<file path="src/rtl/assert_macros.svh">
// Shared assertion macros for the generator RTL.
// Each macro expects clk and arst_n in the scope where it is used.
`ifndef ASSERT_MACROS_SVH
`define ASSERT_MACROS_SVH

// Check a consequent in the same cycle as its antecedent.
`define XVG_ASSERT_NOW(lbl, ante, cons, msg) \
	lbl: assert property (@(posedge clk) disable iff (!arst_n) (ante) |-> (cons)) \
		else $error(msg);

// Check a consequent in the cycle after its antecedent.
`define XVG_ASSERT_NEXT(lbl, ante, cons, msg) \
	lbl: assert property (@(posedge clk) disable iff (!arst_n) (ante) |=> (cons)) \
		else $error(msg);

`endif

</file>
<file path="src/rtl/xvg_pkg.sv">
package xvg_pkg;

	// Generator state geometry
	localparam int unsigned WORD_W  = 64;
	localparam int unsigned WORD_CNT = 16;
	localparam int unsigned PTR_W   = 4;
	localparam int unsigned HALF_W  = WORD_W / 2;

	// Item field widths
	localparam int unsigned KIND_W = 3;
	localparam int unsigned MOD_W  = 31;

	// Item kinds
	localparam logic [KIND_W-1:0] KIND_RAW   = 3'd0;
	localparam logic [KIND_W-1:0] KIND_RANGE = 3'd1;
	localparam logic [KIND_W-1:0] KIND_BERN  = 3'd2;
	localparam logic [KIND_W-1:0] KIND_SEL   = 3'd3;
	localparam logic [KIND_W-1:0] KIND_SEED  = 3'd4;

	// Scrambler multiplier and xorshift amounts
	localparam logic [WORD_W-1:0] MULT_CONST = 64'h9e37_79b9_7f4a_7c13;
	localparam int unsigned SHIFT_A = 31;
	localparam int unsigned SHIFT_B = 11;
	localparam int unsigned SHIFT_C = 30;

	// Fixed modulus for bernoulli draws (largest 32-bit signed value)
	localparam logic [MOD_W-1:0] BERN_MOD = 31'h7fff_ffff;

	// Status of the modulo unit
	typedef struct packed {
		logic busy;
		logic done;
	} div_stat_t;

endpackage

</file>
<file path="src/rtl/xvg_if.sv">
// Input item channel
interface xvg_item_if;
	logic                             valid;
	logic                             ready;
	logic [xvg_pkg::KIND_W-1:0]       kind;
	logic [xvg_pkg::MOD_W-1:0]        bound;
	logic [xvg_pkg::MOD_W-1:0]        threshold;
	logic [xvg_pkg::MOD_W-1:0]        population_left;
	logic [xvg_pkg::MOD_W-1:0]        needed_left;
	logic [xvg_pkg::MOD_W-1:0]        candidate_id;
	logic [xvg_pkg::PTR_W-1:0]        seed_index;
	logic [xvg_pkg::WORD_W-1:0]       seed_value;

	modport source (
		output valid, kind, bound, threshold, population_left, needed_left,
		       candidate_id, seed_index, seed_value,
		input  ready
	);
	modport sink (
		input  valid, kind, bound, threshold, population_left, needed_left,
		       candidate_id, seed_index, seed_value,
		output ready
	);
endinterface

// Result channel
interface xvg_result_if;
	logic                       valid;
	logic                       ready;
	logic [xvg_pkg::WORD_W-1:0] value;
	logic                       hit;
	logic                       error;

	modport source (output valid, value, hit, error, input ready);
	modport sink (input valid, value, hit, error, output ready);
endinterface

</file>
<file path="src/rtl/xvg_ram.sv">
module xvg_ram #(
	parameter int unsigned Width = 64,
	parameter int unsigned Depth = 16
) (
	input  logic                     clk,
	input  logic                     we,
	input  logic [$clog2(Depth)-1:0] waddr,
	input  logic [Width-1:0]         wdata,
	input  logic [$clog2(Depth)-1:0] raddr,
	output logic [Width-1:0]         rdata
);

	logic [Width-1:0] mem_q [Depth];
	logic [Width-1:0] rdata_q;

	// Write one entry, register the read data
	always_ff @(posedge clk) begin
		if (we) begin
			mem_q[waddr] <= wdata;
		end
		rdata_q <= mem_q[raddr];
	end

	assign rdata = rdata_q;

endmodule

</file>
<file path="src/rtl/xvg_mod_unit.sv">
`include "assert_macros.svh"

// Radix-2 restoring remainder: one dividend bit per cycle.
module xvg_mod_unit (
	input  logic                       clk,
	input  logic                       arst_n,
	input  logic                       start,
	input  logic [xvg_pkg::WORD_W-1:0] dividend,
	input  logic [xvg_pkg::MOD_W-1:0]  modulus,
	output logic [xvg_pkg::MOD_W-1:0]  remainder,
	output xvg_pkg::div_stat_t         stat
);

	localparam int unsigned Steps = xvg_pkg::WORD_W;
	localparam int unsigned CntW  = $clog2(Steps);
	localparam logic [CntW-1:0] CntLast = CntW'(Steps - 1);

	logic                       busy_q;
	logic                       done_q;
	logic [CntW-1:0]            cnt_q;
	logic [xvg_pkg::WORD_W-1:0] dvd_q;
	logic [xvg_pkg::MOD_W-1:0]  mod_q;
	logic [xvg_pkg::MOD_W-1:0]  rem_q;

	logic [xvg_pkg::MOD_W:0] trial;
	logic [xvg_pkg::MOD_W:0] diff;
	logic                    fits;

	// Shift in the next dividend bit and try one subtraction
	assign trial = {rem_q, dvd_q[xvg_pkg::WORD_W-1]};
	assign fits  = (trial >= {1'b0, mod_q});
	assign diff  = trial - {1'b0, mod_q};

	// Control: count the steps, flag the last one
	always_ff @(posedge clk or negedge arst_n) begin
		if (!arst_n) begin
			busy_q <= 1'b0;
			done_q <= 1'b0;
			cnt_q  <= '0;
		end else begin
			done_q <= busy_q && (cnt_q == CntLast);
			if (start) begin
				busy_q <= 1'b1;
				cnt_q  <= '0;
			end else if (busy_q) begin
				cnt_q <= cnt_q + 1'b1;
				if (cnt_q == CntLast) begin
					busy_q <= 1'b0;
				end
			end
		end
	end

	// Datapath: load operands, then reduce one bit per cycle
	always_ff @(posedge clk) begin
		if (start) begin
			dvd_q <= dividend;
			mod_q <= modulus;
			rem_q <= '0;
		end else if (busy_q) begin
			dvd_q <= {dvd_q[xvg_pkg::WORD_W-2:0], 1'b0};
			rem_q <= fits ? diff[xvg_pkg::MOD_W-1:0] : trial[xvg_pkg::MOD_W-1:0];
		end
	end

	assign remainder = rem_q;
	assign stat.busy = busy_q;
	assign stat.done = done_q;

	`XVG_ASSERT_NOW(a_no_restart, start, !busy_q, "modulo unit restarted while busy")
	`XVG_ASSERT_NEXT(a_done_ends, done_q, !busy_q && !done_q, "done pulse not single")

endmodule

</file>
<file path="src/rtl/xorshift1024_variate_generator.sv">
// xorshift1024phi variate generator. Sixteen 64-bit state words live in a
// single-port-write RAM with a registered read; the block handles one item
// at a time. A seed beat writes a word and yields an all-zero result. A raw
// draw reads two words, mixes and writes one back, and scrambles with a
// 64x64 multiply split into three 32x32 partial products. Bernoulli draws
// fold the draw modulo 2^31-1 with end-around adds in an extra FOLD state.
// Range and selection draws reduce the draw modulo a 31-bit value in a
// radix-2 remainder unit, one bit per cycle; they are the slowest items. A
// zero modulus skips the reduction and reports error. The next item is taken
// once the result sits in the output register, even while that result still
// waits to be taken. State words must be seeded before they are drawn from;
// they are not cleared by reset.
`include "assert_macros.svh"

module xorshift1024_variate_generator (
	input  logic                clk,
	input  logic                arst_n,
	xvg_item_if.sink            item,
	xvg_result_if.source        result
);

	localparam logic [3:0] S_IDLE = 4'd0;
	localparam logic [3:0] S_RD1  = 4'd1;
	localparam logic [3:0] S_MIX  = 4'd2;
	localparam logic [3:0] S_MUL0 = 4'd3;
	localparam logic [3:0] S_MUL1 = 4'd4;
	localparam logic [3:0] S_MUL2 = 4'd5;
	localparam logic [3:0] S_SUM  = 4'd6;
	localparam logic [3:0] S_DIV  = 4'd7;
	localparam logic [3:0] S_DONE = 4'd8;
	localparam logic [3:0] S_FOLD = 4'd9;

	localparam int unsigned WW = xvg_pkg::WORD_W;
	localparam int unsigned HW = xvg_pkg::HALF_W;
	localparam int unsigned MW = xvg_pkg::MOD_W;

	logic [3:0]                 state_q;
	logic [xvg_pkg::PTR_W-1:0]  ptr_q;

	logic [xvg_pkg::KIND_W-1:0] kind_q;
	logic [MW-1:0]              bound_q;
	logic [MW-1:0]              thresh_q;
	logic [MW-1:0]              pop_q;
	logic [MW-1:0]              need_q;
	logic [MW-1:0]              cand_q;

	logic [WW-1:0]              s0_q;
	logic [WW-1:0]              mix_q;
	logic [WW-1:0]              pp0_q;
	logic [HW-1:0]              pp1_q;
	logic [HW-1:0]              pp2_q;
	logic [WW-1:0]              draw_q;
	logic [MW+1:0]              fold_q;

	logic                       out_valid_q;
	logic [WW-1:0]              out_value_q;
	logic                       out_hit_q;
	logic                       out_err_q;

	logic                       accept;
	logic                       seed_wr;
	logic [xvg_pkg::PTR_W-1:0]  ptr_nx;
	logic                       ram_we;
	logic [xvg_pkg::PTR_W-1:0]  ram_waddr;
	logic [WW-1:0]              ram_wdata;
	logic [xvg_pkg::PTR_W-1:0]  ram_raddr;
	logic [WW-1:0]              ram_rdata;

	logic [WW-1:0]              s1x;
	logic [WW-1:0]              mix_word;
	logic [HW-1:0]              cross_sum;
	logic [WW-1:0]              draw_sum;

	logic [MW+1:0]              fold_sum;
	logic [MW:0]                fold_wrap;
	logic [MW-1:0]              bern_rem;

	logic [MW-1:0]              mod_sel;
	logic                       mod_zero;
	logic                       div_start;
	logic [MW-1:0]              div_rem;
	xvg_pkg::div_stat_t         div_stat;

	logic                       out_load;
	logic [WW-1:0]              res_value;
	logic                       res_hit;
	logic                       res_err;

	assign accept  = item.valid && item.ready;
	assign seed_wr = accept && (item.kind == xvg_pkg::KIND_SEED);
	assign ptr_nx  = ptr_q + 1'b1;

	// State word memory: seed writes on accept, mixed word writes in MIX
	assign ram_we    = seed_wr || (state_q == S_MIX);
	assign ram_waddr = seed_wr ? item.seed_index : ptr_nx;
	assign ram_wdata = seed_wr ? item.seed_value : mix_word;
	assign ram_raddr = (state_q == S_RD1) ? ptr_nx : ptr_q;

	xvg_ram #(
		.Width (xvg_pkg::WORD_W),
		.Depth (xvg_pkg::WORD_CNT)
	) u_ram (
		.clk   (clk),
		.we    (ram_we),
		.waddr (ram_waddr),
		.wdata (ram_wdata),
		.raddr (ram_raddr),
		.rdata (ram_rdata)
	);

	// Xorshift mix of the two words
	assign s1x      = ram_rdata ^ (ram_rdata << xvg_pkg::SHIFT_A);
	assign mix_word = s1x ^ s0_q ^ (s1x >> xvg_pkg::SHIFT_B) ^ (s0_q >> xvg_pkg::SHIFT_C);

	// Low 64 bits of the scrambling product from the partial products
	assign cross_sum = pp1_q + pp2_q;
	assign draw_sum  = pp0_q + {cross_sum, {HW{1'b0}}};

	// Fold the draw modulo 2^31-1: add the 31-bit chunks, wrap the carry, trim once
	assign fold_sum  = {2'b00, draw_q[MW-1:0]} + {2'b00, draw_q[2*MW-1:MW]}
		+ {{MW{1'b0}}, draw_q[WW-1:2*MW]};
	assign fold_wrap = {1'b0, fold_q[MW-1:0]} + {{(MW-1){1'b0}}, fold_q[MW+1:MW]};
	assign bern_rem  = (fold_wrap >= {1'b0, xvg_pkg::BERN_MOD})
		? MW'(fold_wrap - {1'b0, xvg_pkg::BERN_MOD}) : fold_wrap[MW-1:0];

	// Pick the modulus for this kind
	always_comb begin
		case (kind_q)
			xvg_pkg::KIND_RANGE: mod_sel = bound_q;
			xvg_pkg::KIND_SEL:   mod_sel = pop_q;
			default:             mod_sel = '0;
		endcase
	end

	assign mod_zero  = (mod_sel == '0);
	assign div_start = (state_q == S_SUM) && !mod_zero
		&& ((kind_q == xvg_pkg::KIND_RANGE) || (kind_q == xvg_pkg::KIND_SEL));

	xvg_mod_unit u_mod (
		.clk       (clk),
		.arst_n    (arst_n),
		.start     (div_start),
		.dividend  (draw_sum),
		.modulus   (mod_sel),
		.remainder (div_rem),
		.stat      (div_stat)
	);

	// Sequencer and draw pointer
	always_ff @(posedge clk or negedge arst_n) begin
		if (!arst_n) begin
			state_q <= S_IDLE;
			ptr_q   <= '0;
		end else begin
			unique case (state_q)
				S_IDLE: begin
					if (accept) begin
						case (item.kind) inside
							xvg_pkg::KIND_RAW, xvg_pkg::KIND_RANGE,
							xvg_pkg::KIND_BERN, xvg_pkg::KIND_SEL: state_q <= S_RD1;
							default:                               state_q <= S_DONE;
						endcase
					end
				end
				S_RD1:  state_q <= S_MIX;
				S_MIX: begin
					ptr_q   <= ptr_nx;
					state_q <= S_MUL0;
				end
				S_MUL0: state_q <= S_MUL1;
				S_MUL1: state_q <= S_MUL2;
				S_MUL2: state_q <= S_SUM;
				S_SUM: begin
					if (kind_q == xvg_pkg::KIND_BERN) begin
						state_q <= S_FOLD;
					end else if (div_start) begin
						state_q <= S_DIV;
					end else begin
						state_q <= S_DONE;
					end
				end
				S_FOLD: state_q <= S_DONE;
				S_DIV: begin
					if (div_stat.done) begin
						state_q <= S_DONE;
					end
				end
				S_DONE: begin
					if (out_load) begin
						state_q <= S_IDLE;
					end
				end
				default: state_q <= S_IDLE;
			endcase
		end
	end

	// Capture the item and run the draw datapath
	always_ff @(posedge clk) begin
		if (accept) begin
			kind_q   <= item.kind;
			bound_q  <= item.bound;
			thresh_q <= item.threshold;
			pop_q    <= item.population_left;
			need_q   <= item.needed_left;
			cand_q   <= item.candidate_id;
		end
		if (state_q == S_RD1) begin
			s0_q <= ram_rdata;
		end
		if (state_q == S_MIX) begin
			mix_q <= mix_word;
		end
		if (state_q == S_MUL0) begin
			pp0_q <= mix_q[HW-1:0] * xvg_pkg::MULT_CONST[HW-1:0];
		end
		if (state_q == S_MUL1) begin
			pp1_q <= HW'(mix_q[HW-1:0] * xvg_pkg::MULT_CONST[WW-1:HW]);
		end
		if (state_q == S_MUL2) begin
			pp2_q <= HW'(mix_q[WW-1:HW] * xvg_pkg::MULT_CONST[HW-1:0]);
		end
		if (state_q == S_SUM) begin
			draw_q <= draw_sum;
		end
		if (state_q == S_FOLD) begin
			fold_q <= fold_sum;
		end
	end

	// Form the result of the finished item
	always_comb begin
		res_value = '0;
		res_hit   = 1'b0;
		res_err   = 1'b0;
		case (kind_q)
			xvg_pkg::KIND_RAW: res_value = draw_q;
			xvg_pkg::KIND_RANGE: begin
				if (mod_zero) begin
					res_err = 1'b1;
				end else begin
					res_value = {{(WW - MW){1'b0}}, div_rem};
				end
			end
			xvg_pkg::KIND_BERN: res_hit = (bern_rem < thresh_q);
			xvg_pkg::KIND_SEL: begin
				if (mod_zero) begin
					res_err = 1'b1;
				end else if (div_rem < need_q) begin
					res_hit   = 1'b1;
					res_value = {{(WW - MW){1'b0}}, cand_q};
				end
			end
			default: ;
		endcase
	end

	// Output register: load when empty or being drained
	assign out_load = (state_q == S_DONE) && (!out_valid_q || result.ready);

	always_ff @(posedge clk or negedge arst_n) begin
		if (!arst_n) begin
			out_valid_q <= 1'b0;
		end else begin
			out_valid_q <= out_load || (out_valid_q && !result.ready);
		end
	end

	always_ff @(posedge clk) begin
		if (out_load) begin
			out_value_q <= res_value;
			out_hit_q   <= res_hit;
			out_err_q   <= res_err;
		end
	end

	assign item.ready    = (state_q == S_IDLE);
	assign result.valid  = out_valid_q;
	assign result.value  = out_value_q;
	assign result.hit    = out_hit_q;
	assign result.error  = out_err_q;

	`XVG_ASSERT_NEXT(a_busy_after_accept, accept, state_q != S_IDLE, "accepted beat not held")
	`XVG_ASSERT_NEXT(a_ptr_step, state_q == S_MIX, ptr_q == $past(ptr_q) + 4'd1, "pointer skipped")
	`XVG_ASSERT_NOW(a_err_clean, out_valid_q && out_err_q,
		!out_hit_q && (out_value_q == '0), "error result carries data")
	`XVG_ASSERT_NOW(a_div_only_waiting, div_stat.done, state_q == S_DIV, "stray modulo result")

endmodule
</file>
<file path="src/flat_wrapper.sv">
// flat-port wrapper written by rule: the top's interface ports become plain ports
module xorshift1024_variate_generator_flat 
  (clk, arst_n, item_valid, item_kind, item_bound, item_threshold, item_population_left, item_needed_left, item_candidate_id, item_seed_index, item_seed_value, item_ready, result_valid, result_value, result_hit, result_error, result_ready);
  xvg_item_if item_i ();
  xvg_result_if result_i ();
  input  logic clk;
  input  logic arst_n;
  input wire logic [$bits(item_i.valid)-1:0] item_valid;
  input wire logic [$bits(item_i.kind)-1:0] item_kind;
  input wire logic [$bits(item_i.bound)-1:0] item_bound;
  input wire logic [$bits(item_i.threshold)-1:0] item_threshold;
  input wire logic [$bits(item_i.population_left)-1:0] item_population_left;
  input wire logic [$bits(item_i.needed_left)-1:0] item_needed_left;
  input wire logic [$bits(item_i.candidate_id)-1:0] item_candidate_id;
  input wire logic [$bits(item_i.seed_index)-1:0] item_seed_index;
  input wire logic [$bits(item_i.seed_value)-1:0] item_seed_value;
  output wire logic [$bits(item_i.ready)-1:0] item_ready;
  output wire logic [$bits(result_i.valid)-1:0] result_valid;
  output wire logic [$bits(result_i.value)-1:0] result_value;
  output wire logic [$bits(result_i.hit)-1:0] result_hit;
  output wire logic [$bits(result_i.error)-1:0] result_error;
  input wire logic [$bits(result_i.ready)-1:0] result_ready;
  assign item_i.valid = item_valid;
  assign item_i.kind = item_kind;
  assign item_i.bound = item_bound;
  assign item_i.threshold = item_threshold;
  assign item_i.population_left = item_population_left;
  assign item_i.needed_left = item_needed_left;
  assign item_i.candidate_id = item_candidate_id;
  assign item_i.seed_index = item_seed_index;
  assign item_i.seed_value = item_seed_value;
  assign item_ready = item_i.ready;
  assign result_valid = result_i.valid;
  assign result_value = result_i.value;
  assign result_hit = result_i.hit;
  assign result_error = result_i.error;
  assign result_i.ready = result_ready;
  xorshift1024_variate_generator u_core (.clk(clk), .arst_n(arst_n), .item(item_i), .result(result_i));
endmodule
</file>
<file path="config.mk">
export PLATFORM = sky130hd
export DESIGN_NAME = xorshift1024_variate_generator_flat
export DESIGN_NICKNAME = d
export VERILOG_FILES = /design/src/rtl/xvg_pkg.sv /design/src/rtl/xvg_if.sv /design/src/rtl/xvg_ram.sv /design/src/rtl/xvg_mod_unit.sv /design/src/rtl/xorshift1024_variate_generator.sv /design/src/flat_wrapper.sv
export VERILOG_INCLUDE_DIRS = /design/src /design/src/rtl
export SDC_FILE = /design/constraint.sdc
export NUM_CORES = 2
export LEC_CHECK = 0
export ABC_CLOCK_PERIOD_IN_PS = 11200
export BUFFER_PORTS_ARGS = -buffer_cell sky130_fd_sc_hd__buf_2
export CAP_MARGIN = 10
export CELL_PAD_IN_SITES_DETAIL_PLACEMENT = 1
export CELL_PAD_IN_SITES_GLOBAL_PLACEMENT = 1
export CORE_UTILIZATION = 55
export CTS_BUF_LIST = sky130_fd_sc_hd__clkbuf_8
export CTS_CLUSTER_DIAMETER = 30
export DETAILED_ROUTE_END_ITERATION = 7
export GPL_TIMING_DRIVEN = 0
export PLACE_DENSITY_LB_ADDON = 0.1
export SYNTH_ARGS = -nofsm -noshare
export SYNTH_HDL_FRONTEND = slang
export SYNTH_SLANG_ARGS = --single-unit
</file>
<file path="constraint.sdc">
create_clock -name clk -period 11.2 [get_ports clk]
set_clock_uncertainty 0.15 [all_clocks]
set_input_delay 2.24 -clock clk [delete_from_list [all_inputs] [get_ports clk]]
set_output_delay 2.24 -clock clk [all_outputs]
set_load 0.01 [all_outputs]
</file>
* Word-level counts from Yosys, hierarchy flattened
Memories as Yosys holds them, arrays and structs flattened. A register that Yosys moved wholly into a read port is not among the register bits. Index checks and enable logic that the tools add are counted.
Word-level totals: word-level logic and storage cells 118, memory bits (writable) 1024, flip-flop bits (word level) 719, bits of input ports 230, memories kept 1, output and inout bits 68
Operators by class: bitwise operators 4, reduce and logical (&&, ||, !) cells 22, add/sub/neg operators 9, equality and inequality tests 20, magnitude comparators 4, mux-type cells 30, multiply operators 3
Memory list:
- u_core.u_ram.mem_q | words 16, width 64, rd ports 1, clocked after Yosys merged registers in 1, write ports 1, RTL line xvg_ram.sv:13 | logic [Width-1:0] mem_q [Depth];
Operator list (number):
- 2-to-1 mux 64 bit | 4
- case mux 64 bit (3 select lines) | 1
- bitwise XOR 64 bit | 2
- 2-to-1 mux 31 bit | 4
- adder 63 x 64 -> 64 bit | 1
- bitwise XOR 64 x 34 -> 64 bit | 1
- bitwise XOR 64 x 53 -> 64 bit | 1
- multiplier 32 x 31 -> 63 bit, second input constant | 1
- < comparator 31 bit | 2
- case mux 31 bit (2 select lines) | 1
- case mux 4 bit (10 select lines) | 1
- adder 33 x 2 -> 33 bit | 1
- adder 31 x 2 -> 32 bit | 1
- adder 31 x 31 -> 32 bit | 1
- adder 32 bit | 1
- greater-or-equal comparator 32 x 31 -> 1 bit | 1
- greater-or-equal comparator 32 x 31 -> 1 bit, second input constant | 1
- multiplier 32 x 31 -> 32 bit, second input constant | 1
- multiplier 32 x 32 -> 32 bit, second input constant | 1
- 2-to-1 mux 4 bit | 8
- zero test 31 bit | 1
- subtractor 31 bit | 1
- subtractor 31 bit, second input constant | 1
- equality test 4 x 3 -> 1 bit, second input constant | 4
- other kinds (23) | 50

* Depth between registers and ports, before layout
depth in word-level cells 9, mapped depth 27

* Modules after synthesis
Synthesis repeated with hierarchy kept, for this count alone.
Unflattened totals: cell total of the unflattened synthesis 7579, area total of the unflattened synthesis 107949.8 sq um
By module, submodules not included:
- xorshift1024_variate_generator | area each 60966.0 sq um, sequential area each 17521.8 sq um, cells each 5270, instances 1
- xvg_ram | area each 39581.7 sq um, sequential area each 32030.7 sq um, cells each 1647, instances 1
- xvg_mod_unit | area each 7402.1 sq um, sequential area each 3673.5 sq um, cells each 662, instances 1

* Worst setup path before layout
No wires, ideal clock.
path kind input-to-reg, start input item_valid, end memory u_core.u_ram.mem_q[2][0], enable pin, data required time 10.564 ns, library setup time 0.486 ns, arrival 9.969 ns, stages 4, slack 0.594 ns, cells stage by stage and2_1 > nand3_1 > o32a_1 > nor2_1
Between the ends: word-level cells in the longest chain between the ends 5, elaborated cells on any way between the ends 6
RTL lines:
- start, declared | RTL line flat_wrapper.sv:8 | input wire logic [$bits(item_i.valid)-1:0] item_valid;
- logical AND 1 bit (*) | RTL line xorshift1024_variate_generator.sv:89 | assign accept = item.valid && item.ready;
- logical AND 1 bit (*) | RTL line xorshift1024_variate_generator.sv:90 | assign seed_wr = accept && (item.kind == xvg_pkg::KIND_SEED);
- logical OR 1 bit | RTL line xorshift1024_variate_generator.sv:94 | assign ram_we = seed_wr || (state_q == S_MIX);
- 2-to-1 mux 1 bit | RTL line xvg_ram.sv:18 | if (we) begin
- 2-to-1 mux 1 bit (implied by the code) | RTL line xvg_ram.sv:19 | mem_q[waddr] <= wdata;
- end, declared | RTL line xvg_ram.sv:13
Mark *: on every way between the ends. The rest lies on a longest branch, timed or not.

* Worst setup path after layout
start register u_core.mix_q[1], end register u_core.pp0_q[61], data pin
Between the ends: word-level cells in the longest chain between the ends 1
RTL lines:
- start, declared | RTL line xorshift1024_variate_generator.sv:48 | logic [WW-1:0] mix_q;
- start signal, assigned | RTL line xorshift1024_variate_generator.sv:212 | mix_q <= mix_word;
- multiplier 32 x 31 -> 63 bit | RTL line xorshift1024_variate_generator.sv:215 | pp0_q <= mix_q[HW-1:0] * xvg_pkg::MULT_CONST[HW-1:0];
- end signal, assigned | RTL line xorshift1024_variate_generator.sv:215
- end, declared | RTL line xorshift1024_variate_generator.sv:49 | logic [WW-1:0] pp0_q;
Every way passes these cells. A chain may end at the register's enable or synchronous reset.

==> results.txt <==
status: complete, no violations
RSZ-0062 raised after global routing: false
CP most frequent cell: fa_1
synth unique cells: 97
Final Hold Fails: 0
cts repair resizes: 0
DR vias/cell: 6.05
Rows: 162
Port Buf Inserts: 297
setup TNS: 0 ns
H-tree depth: 5
Worst-path clk slew: 0.06 ns
arrival time of the worst setup path: 10.36 ns
Clk Latency, worst-skew pair: 1.12 ns
Ports: 298
Top Family by Delay on Critical Path: adder cells
Hold Path Class: reg2reg
max cap viols: 0
fin cells: 11500
die area: 199000 µm²
period utilization: 87.1%
synthesized area: 109000 µm²
vias: 69700
Die Width: 446 µm
worst slew pin tran: 1.34 ns
Placed Cells: 10900
Seq cells post-synth: 1807
final-report setup violation count: 0
Core Area: 196000 µm²
largest net degree at the start of global routing: 68
Mapped Cells: 7851
gr usage total: 36.5%
Setup CP Type: reg2reg
Buf+Inv Stages, Crit Path: 4
hold-fix buffers at CTS: 0
Final ANT Viol Nets: 0
largest fanout on the critical path: 12
Primary FF master, synth: edfxtp_1
hold slack final: 0.260 ns
min Tclk post-route: 9.75 ns
postcts setup bufs: 0
share of cells above drive strength 1: 15.1%
CP Launch Type: flop
Initial Util: 55.5%
Layout area overhead: 13.1%
slowest cell on the critical path: edfxtp_1
worst path cell trace: ha_1 > inv_1 > fa_1 > fa_1 > inv_1 > fa_1 > fa_1 > fa_1 > fa_1 > inv_1 > fa_1 > inv_1 > ha_1 > a21oi_1 > nand2_1 > a221oi_1 > a32oi_1 > a41oi_1 > o21ai_0 > a221oi_1 > o21ai_0 > a221oi_1 > xnor2_1
worst path required time: 11.81 ns
CTS Root Buffer Type: clkbuf_8
TritonCTS Buffers: 369
CTS tree: yes
Rel. slew slack: 8.14%
Die Height: 446 µm
Post-synth EDFFs: 1695
grt ovf: 0
max-slew violations: 0
RePlAce Congestion: 0.988
asr flop ratio synth: 0.941%
synth warn: 0
Remaining DRCs: 0
placed wire-length estimate: 268000 µm
Critical Path Max Stage Delay: 1.06 ns
Worst Setup End Kind: flop
nets: 10500
Detailed Routing Iterations Pass 1: 7
vias in the first global route: 76500
final wirelength: 359000 µm
initial antenna violation count: 16
starting DRC count in detailed routing: 6177
Mapped Nets: 9713
first-pass GRT wire length: 517000 µm
drt wl/cell: 31.2 µm
average size of a mapped cell: 13.8 µm²
FMAX: 0.103 GHz
CTS max path bufs: 4
clock sinks: 1807
post-synthesis sequential area ratio: 49.0%
## worst reg2reg max path, delay by kind of cell, from the launching register on
kind	cells	cell delay (ns)
AOI/OAI and AO/OA	8	2.87
xor gates and xnor gates	1	0.18
adders and majority gates	9	4.62
buffers and inverters	4	0.49
DFF	1	1.06
and+or+nand+nor	1	0.07
## per-layer routing
layer / vias up / routed length [µm] / global-route usage (%)
li1: 29400 / - / -
met1: 35900 / 132000 / 43.4
met2: 3386 / 178000 / 61.7
met3: 1007 / 23300 / 5.66
met4: 16 / 26700 / 24.3
met5: - / 94 / 0
## synthesized netlist by cell type, types with 9 or more instances
| library cell | number | area share [%] |
|---|---|---|
| a211o_1 | 11 | 0.089 |
| a211oi_1 | 52 | 0.36 |
| a21boi_0 | 15 | 0.10 |
| a21o_1 | 106 | 0.73 |
| a21oi_1 | 226 | 1.0 |
| a221oi_1 | 9 | 0.073 |
| a222oi_1 | 31 | 0.29 |
| a31oi_1 | 28 | 0.16 |
| and2_1 | 43 | 0.25 |
| and3_1 | 41 | 0.24 |
| and4_1 | 11 | 0.089 |
| buf_1 | 28 | 0.097 |
| buf_2 | 14 | 0.064 |
| clkbuf_1 | 138 | 0.48 |
| dfrtp_1 | 17 | 0.39 |
| dfxtp_1 | 95 | 1.8 |
| edfxtp_1 | 1695 | 47 |
| fa_1 | 765 | 14 |
| ha_1 | 867 | 10 |
| inv_1 | 1222 | 4.2 |
| mux2_2 | 13 | 0.13 |
| mux2i_1 | 58 | 0.53 |
| mux4_2 | 320 | 6.6 |
| nand2_1 | 444 | 1.5 |
| nand2b_1 | 35 | 0.20 |
| nand3_1 | 91 | 0.42 |
| nand4_1 | 47 | 0.27 |
| nor2_1 | 365 | 1.3 |
| nor2b_1 | 24 | 0.14 |
| nor3_1 | 64 | 0.29 |
| nor4_1 | 26 | 0.15 |
| o211ai_1 | 26 | 0.18 |
| o21a_1 | 45 | 0.31 |
| o21ai_0 | 142 | 0.65 |
| o21bai_1 | 35 | 0.24 |
| o22ai_1 | 9 | 0.052 |
| o31ai_1 | 9 | 0.062 |
| or2_2 | 9 | 0.052 |
| or3_1 | 10 | 0.058 |
| or4_1 | 10 | 0.069 |
| xnor2_1 | 413 | 3.3 |
| xor2_1 | 111 | 0.89 |
## path summary, 6_finish.rpt
kind,start,end,slack [ns],depth (start not counted)
hold reg to reg,u_core.pp0_q[12],u_core.draw_q[12],0.26,0
setup reg to reg,u_core.mix_q[1],u_core.pp0_q[61],1.45,23
min in group asynchronous,arst_n,u_core.ptr_q[0],0.97,1
hold / removal,u_core.pp0_q[12],u_core.draw_q[12],0.26,0
setup / recovery,u_core.mix_q[1],u_core.pp0_q[61],1.45,23
max in group asynchronous,arst_n,u_core.u_mod.cnt_q[3],9.48,1
## state kept, by name, indices dropped and copies added, names as in the netlist, 32 cells and up
register,cells
u_core.fold_q,33
u_core.pp1_q,32
u_core.u_ram.mem_q,1024
u_core.s0_q,64
u_core.pp2_q,32
u_core.u_mod.dvd_q,64
u_core.mix_q,64
u_core.pp0_q,63
u_core.u_ram.rdata,64
u_core.result.value,64
u_core.draw_q,64
## placed cells by master, fill, tap and decap left out, types with 18 or more instances in the layout
cell,synthesis,layout
edfxtp_1,1695,1695
inv_1,1222,1297
ha_1,867,867
fa_1,765,765
nand2_1,444,444
xnor2_1,413,412
clkbuf_8,0,390
nor2_1,365,347
mux4_2,320,320
buf_2,14,311
a21oi_1,226,226
o21ai_0,142,142
clkbuf_1,138,137
xor2_1,111,110
a21o_1,106,106
dfxtp_1,95,95
nand3_1,91,91
nor3_1,64,60
clkinv_2,0,59
mux2i_1,58,58
a211oi_1,52,52
nand4_1,47,47
buf_12,0,46
o21a_1,45,45
and2_1,43,42
clkinv_1,0,42
and3_1,41,41
bufinv_16,0,41
o21bai_1,35,35
nand2b_1,35,34
a222oi_1,31,31
a31oi_1,28,28
clkinvlp_4,0,28
buf_1,28,27
o211ai_1,26,26
nor4_1,26,26
nor2b_1,24,23
nor2_4,0,18
## cell type report
class                           instances  area, µm²
Antenna cell                           10       25.0
Tap cell                             2624       3280
Timing Repair Buffer                  378       3030
Clock inverter                        263       2330
Sequential cell                      1807      53200
Fill cell                           18600      72700
Multi-Input combinational cell       4640      50300
Inverter                             1222       4590
Clock buffer                          390       5370
Buffer                                182        708
## cells by family (layout without fill, tap and decap cells)
kind of cell	count (synthesis)	after routing	share of synthesized area, %
fa+ha+maj	1632	1632	24.1
xor+xnor	524	524	4.22
buf+inv	1404	2435	4.87
mux	391	391	7.30
simple gates	1250	1250	5.32
other cells	0	10	0
compound gates	843	843	5.21
flops	1807	1807	49.0
## per-stage QoR
step	instance area (µm²)	util (%)	worst slack, ns
global route	123000	62.8	1.06
CTS	123000	62.8	1.51
finish	123000	62.8	1.45
global placement	113000	58.0	-6.66
floorplan	109000	-	0.594
detailed placement	115000	58.9	1.59
Power is left out: the tool's default activity adds up to more than one toggle a clock period on the data nets, which glitch-free logic cannot reach.
